$ cat config.mk
export PLATFORM = sky130hd
export DESIGN_NAME = ims_front
export DESIGN_NICKNAME = d
export VERILOG_FILES = /design/src/rtl/ims_pkg.sv /design/src/rtl/ims_front.sv
export SDC_FILE = /design/constraint.sdc
export NUM_CORES = 1
export LEC_CHECK = 0
export BUFFER_PORTS_ARGS = -buffer_cell sky130_fd_sc_hd__buf_2
export CORE_ASPECT_RATIO = 1.4
export CORE_MARGIN = 3
export CORE_UTILIZATION = 58
export CTS_BUF_LIST = sky130_fd_sc_hd__clkbuf_2 sky130_fd_sc_hd__clkbuf_4 sky130_fd_sc_hd__clkbuf_8
export CTS_CLUSTER_SIZE = 20
export DETAILED_ROUTE_END_ITERATION = 7
export PLACE_DENSITY = 0.87
export SYNTH_ARGS = -nofsm -noshare
export SYNTH_HDL_FRONTEND = slang
export SYNTH_SLANG_ARGS = --single-unit
$ cat constraint.sdc
create_clock -name clk -period 18.3 [get_ports clk]
set_input_delay 2.745 -clock clk [delete_from_list [all_inputs] [get_ports clk]]
set_output_delay 2.745 -clock clk [all_outputs]
set_load 0.05 [all_outputs]
$ cat src/rtl/ims_pkg.sv
// Package for the icosphere midpoint subdivider: payload structs, command and status codes.
// Used by every module under rtl; depends on nothing.
`timescale 1ns / 1ps
`default_nettype none
package ims_pkg;

    localparam int VERTEX_DEPTH_DEF   = 4096;
    localparam int MIDPOINT_DEPTH_DEF = 2048;
    localparam int COORD_BITS_DEF     = 32;
    localparam int QUEUE_DEPTH        = 2;

    localparam logic [2:0] CMD_LOAD      = 3'd0;
    localparam logic [2:0] CMD_SUBDIVIDE = 3'd1;
    localparam logic [2:0] CMD_END_PASS  = 3'd2;
    localparam logic [2:0] CMD_READ      = 3'd3;
    localparam logic [2:0] CMD_CLEAR     = 3'd4;

    localparam logic [1:0] ST_OK         = 2'd0;
    localparam logic [1:0] ST_VERT_FULL  = 2'd1;
    localparam logic [1:0] ST_MID_FULL   = 2'd2;
    localparam logic [1:0] ST_NOT_LOADED = 2'd3;

    typedef struct packed {
        logic [2:0]         command;
        logic [11:0]        index_a;
        logic [11:0]        index_b;
        logic [11:0]        index_c;
        logic signed [31:0] coord_x;
        logic signed [31:0] coord_y;
        logic signed [31:0] coord_z;
    } in_item_t;

    typedef struct packed {
        logic [12:0]        corner_first;
        logic [11:0]        corner_second;
        logic [11:0]        corner_third;
        logic signed [31:0] out_x;
        logic signed [31:0] out_y;
        logic signed [31:0] out_z;
        logic [1:0]         status;
        logic               last;
    } out_item_t;

endpackage
`default_nettype wire

$ cat src/rtl/ims_front.sv
// Front end of the subdivider: accepts commands, drops unused codes, and queues the rest.
// Depends on ims_pkg.
`timescale 1ns / 1ps
`default_nettype none
module ims_front (
    input  wire                clk,
    input  wire                rst_n,
    input  ims_pkg::in_item_t  in_data,
    input  wire                in_valid,
    output logic               in_ready,
    output ims_pkg::in_item_t  q_data,
    output logic               q_valid,
    input  wire                q_ready
);

    ims_pkg::in_item_t mem_reg [ims_pkg::QUEUE_DEPTH];
    logic        wr_ptr_reg, wr_ptr_next;
    logic        rd_ptr_reg, rd_ptr_next;
    logic [1:0]  cnt_reg, cnt_next;
    logic        push, pop, legal;

    assign legal    = (in_data.command <= ims_pkg::CMD_CLEAR);
    assign in_ready = (cnt_reg != 2'(ims_pkg::QUEUE_DEPTH));
    assign push     = in_valid && in_ready && legal;
    assign q_valid  = (cnt_reg != 2'd0);
    assign pop      = q_valid && q_ready;
    assign q_data   = mem_reg[rd_ptr_reg];

    always_comb
    begin
        wr_ptr_next = push ? ~wr_ptr_reg : wr_ptr_reg;
        rd_ptr_next = pop ? ~rd_ptr_reg : rd_ptr_reg;
        cnt_next    = cnt_reg + {1'b0, push} - {1'b0, pop};
    end

    always_ff @(posedge clk)
    begin
        if (push)
        begin
            mem_reg[wr_ptr_reg] <= in_data;
        end
    end

    always_ff @(posedge clk or negedge rst_n)
    begin
        if (!rst_n)
        begin
            wr_ptr_reg <= 1'b0;
            rd_ptr_reg <= 1'b0;
            cnt_reg    <= 2'd0;
        end
        else
        begin
            wr_ptr_reg <= wr_ptr_next;
            rd_ptr_reg <= rd_ptr_next;
            cnt_reg    <= cnt_next;
        end
    end

endmodule
`default_nettype wire

Word level (Yosys, flattened, before mapping)
Memories as Yosys holds them, arrays and structs flattened.
Index checks and enable logic that the tools add are counted.
Widths: inputs -> output; s select.
{"block": "word_totals", "ff_bits": 4, "ramBits": 270, "inputBits": 139, "output_inout_bits": 137, "memories": 1}
{"name": "mem_reg", "words": 2, "word_bits": 135, "read_ports": 1, "rd_clocked_by_memory_dff": 0, "write_ports": 1, "line_no": "ims_front.sv:16", "text": "ims_pkg::in_item_t mem_reg [ims_pkg::QUEUE_DEPTH];"}
{"block": "op_classes", "add_sub_neg": 2, "order_cmp": 1, "eq_ne": 1, "mux": 2, "n_bitwise": 2, "n_reduce_logical": 4}
{"cell": "$le 3x3->1 const B", "n": 1}
{"cell": "$logic_and 1x1->1", "n": 3}
{"cell": "$add 2x1->2", "n": 1}
{"cell": "$mux 1", "n": 2}
{"cell": "$ne 2x2->1 const B", "n": 1}
{"cell": "$not 1->1", "n": 2}
{"cell": "$reduce_bool 2->1", "n": 1}
{"cell": "$sub 2x1->2", "n": 1}

Depth between registers and ports, before layout
{"block": "depth", "word_depth": 5, "mapped_depth": 7}

Worst setup path before layout
Ideal clock, no wire load.
{"block": "synth_timing", "path_kind": "input to register", "from": "input port in_data[133] in the netlist's numbering", "to": "memory mem_reg[0][0] in the netlist's numbering (enable)", "setup_ps": 632, "arrival_ps": 8711, "required_ps": 17668, "slack_ps": 8957, "path_stages": 3, "path_buffers": 0, "path_cell_list": "o21ai_0 > nand3_1 > nor2_1"}
{"block": "synth_via", "elab_chain_len": 4}
{"item": "from (decl)", "line_no": "ims_front.sv:8", "text": "input ims_pkg::in_item_t in_data,"}
{"item": "$le 3x3->1", "line_no": "ims_front.sv:22", "text": "assign legal = (in_data.command <= ims_pkg::CMD_CLEAR);"}
{"item": "$logic_and 1x1->1", "line_no": "ims_front.sv:24", "text": "assign push = in_valid && in_ready && legal;"}
{"item": "$mux 1", "line_no": "ims_front.sv:38", "text": "if (push)"}
{"item": "$mux 1 (not written as such)", "line_no": "ims_front.sv:40", "text": "mem_reg[wr_ptr_reg] <= in_data;"}
{"item": "to (decl)", "line_no": "ims_front.sv:16"}
Every way passes these cells.

==> results.sh <==
export IMPL_outcome="finished clean"
export IMPL_synth_top_area_share=0.803
export IMPL_crit_type="reg2out"
export IMPL_postCtsSetupBuffers=0
export IMPL_max_vdd_ir_drop_v=0.000126
export IMPL_grt_pass1_wl_mm=29.8
export IMPL_wl_met1_mm=6.76
export IMPL_fmax_mhz=167
export IMPL_grt_setup_unrepaired="false"
export IMPL_drv_cap=0
export IMPL_worstSetupEndpointType="primary output"
export IMPL_port_buffers=275
export IMPL_p_clk_frac=0.211
export IMPL_powerDensity_nw_per_um2=174
export IMPL_crit_arrival_ns=3.25
export IMPL_die_w_um=118
export IMPL_reg2reg_to="mem_reg[0][26]$_DFFE_PP_"
export IMPL_cp_max_fo=73
export IMPL_cts_sinks=274
export IMPL_cts_tree="done"
export IMPL_drt_iter0_markers=337
export IMPL_tns_ns=0
export IMPL_antenna_found_initial=1
export IMPL_final_area_um2=12500
export IMPL_min_delay_path_depth=1
export IMPL_boundaryPins=276
export IMPL_start_util=0.598
export IMPL_pre_cts_ws_ns=12.78
export IMPL_wl_per_cell_um=19.5
export IMPL_synth_main_ff_cell="edfxtp_1"
export IMPL_holdPathEnd="cnt_reg[1]$_DFF_PN0_"
export IMPL_p_seq_frac=0.394
export IMPL_root_buffer="clkbuf_8"
export IMPL_ys_seq_elements=274
export IMPL_synth_seq_area_share=0.813
export IMPL_area_delta_synth_final_pct=23.6
export IMPL_vias=5182
export IMPL_wirelength_mm=19.7
export IMPL_netlist_area_um2=10100
export IMPL_internal_power_uw=1310
export IMPL_synth_edf_count=270
export IMPL_pwr_share_comb=0.395
export IMPL_final_layout_size_suffix_gt1_frac=0.625
export IMPL_setup_viol=0
export IMPL_cts_buffers=39
export IMPL_holdBufCountCts=0
export IMPL_wl_met2_mm=10.9
export IMPL_grt_max_degree=74
export IMPL_r2r_slack_ns=15.38
export IMPL_synth_area_leaders="edfxtp_1, mux2_2, mux2_4"
export IMPL_rows=56
export IMPL_cts_resized_gates=0
export IMPL_hold_start="cnt_reg[1]$_DFF_PN0_"
export IMPL_drtAntennaViolNets=0
export IMPL_fin_nets=886
export IMPL_critPathLaunchType="flip-flop"
export IMPL_min_period_ns=6.00
export IMPL_tightest_slew_ns=1.11
export IMPL_grt_pass1_vias=5717
export IMPL_routed_via_density=5.15
export IMPL_switchingPower_uw=866
export IMPL_max_slew_margin=0.261
export IMPL_finClkSkew_ns=0.0162
export IMPL_power_leakage_uw=0.00479
export IMPL_grt_overflow_total=0
export IMPL_hold_path_class="reg2reg"
export IMPL_drt_pass1_iterations=4
export IMPL_placed_area_um2=11700
export IMPL_hpwl_mm=13.1
export IMPL_final_core_util=0.739
export IMPL_switching_share=0.398
export IMPL_htree_levels=2
export IMPL_whs_ns=0.500
export IMPL_avgSynthCellArea_um2=23.0
export IMPL_largest_register_ffs=270
export IMPL_synthCells=439
export IMPL_clk_latency_ns=0.52
export IMPL_finalCritPeriodShare=0.328
export IMPL_synth_cell_types=16
export IMPL_highest_layer="met4"
export IMPL_async_flop_share=0.0146
export IMPL_track_usage=0.201
export IMPL_worst_endpoint_required_ns=15.55
export IMPL_synth_top_cell_by_area="edfxtp_1"
export IMPL_synth_most_common_cell="edfxtp_1"
export IMPL_layout_setup_ws_ns=12.30
export IMPL_die_h_um=162
export IMPL_syn_nets=580
export IMPL_rr_startpoint="cnt_reg[0]$_DFF_PN0_"
export IMPL_finalHoldViolCount=0
export IMPL_met3_length_mm=1.16
export IMPL_ys_top_cells_by_count="edfxtp_1, mux2_2, mux2_4"
export IMPL_die_area_um2=19000
export IMPL_rr_worst_depth=5
export IMPL_core_area_um2=16900
export IMPL_clk_path_buf_depth=3
export IMPL_drcViolationCount=0
export IMPL_clk_pin_slew_ns=0.06
export IMPL_slew_violations=0
export IMPL_place_congestion=0.759
export IMPL_ys_warn_count=0
[per-layer routing]
layer	up-vias	track usage
met5	-	0
met4	0	0.110
met3	60	0.0495
met1	2515	0.219
li1	2363	-
met2	244	0.362
[critical path: stages, from the launching register on]
cell	delay, ns
dfrtp_4	1.02
buf_4	0.93
mux2_2	0.46
buf_2	0.22
[power by group through the flow]
stage	Combinational [uW]	Clock (uW)	Sequential [uW]
after global routing	889	498	868
after floorplan	724	0	852
after detailed placement	861	0	872
after CTS	864	470	859
after global placement	850	0	863
final	857	459	857
[cell usage in the layout, fill, tap and decap left out]
cell,Yosys,layout
buf_2,9,275
edfxtp_1,270,270
mux2_2,95,95
clkbuf_8,0,44
mux2_4,40,40
clkbuf_4,0,16
clkinv_1,0,5
buf_4,0,5
clkinv_2,0,4
xnor2_1,3,3
dfrtp_1,4,3
inv_1,2,2
nor2_4,0,2
ha_1,2,2
diode_2,0,1
or2_2,1,1
and2_1,1,1
o21ai_0,1,1
nand2b_1,1,1
nand3_1,1,1
xor2_1,1,1
dfrtp_4,0,1
[final cells by class]
class	count	area (um2)
multi-input cells	148	1780
clock buffers	60	726
clock inverters	9	38.8
fillers	970	4410
flip-flops and latches	274	8210
diodes	1	2.50
well taps	232	290
inverters	2	7.51
repair buffers	280	1410
[cell families after synthesis]
kind of cell / synth area share
compound gates: 0.000495
simple gates: 0.00310
xor+xnor: 0.00347
fa+ha+maj: 0.00248
buf+inv: 0.0119
flops: 0.813
mux: 0.165
[stage by stage]
stage                     total power, uW  instances
after floorplan                      1580        439
after global placement               1710        936
after detailed placement             1730        936
after CTS                            2190       1005
after global routing                 2260       1006
final                                2170       1006
[worst max path at each step]
stage                                start                         to  slack [ns]  cells past startpoint
detailed placement            in_data[133]  mem_reg[1][120]$_DFFE_PP_       12.78                      6
finish              rd_ptr_reg$_DFFE_PN0P_                 q_data[80]       12.30                      3
floorplan                     in_data[133]    mem_reg[0][0]$_DFFE_PP_        8.96                      3
global route        rd_ptr_reg$_DFFE_PN0P_                 q_data[80]       12.13                      3
global placement    rd_ptr_reg$_DFFE_PN0P_                 q_data[80]       12.89                      3
CTS                 rd_ptr_reg$_DFFE_PN0P_                 q_data[80]       12.29                      3
Note: power is estimated with default switching activity, not from simulation.
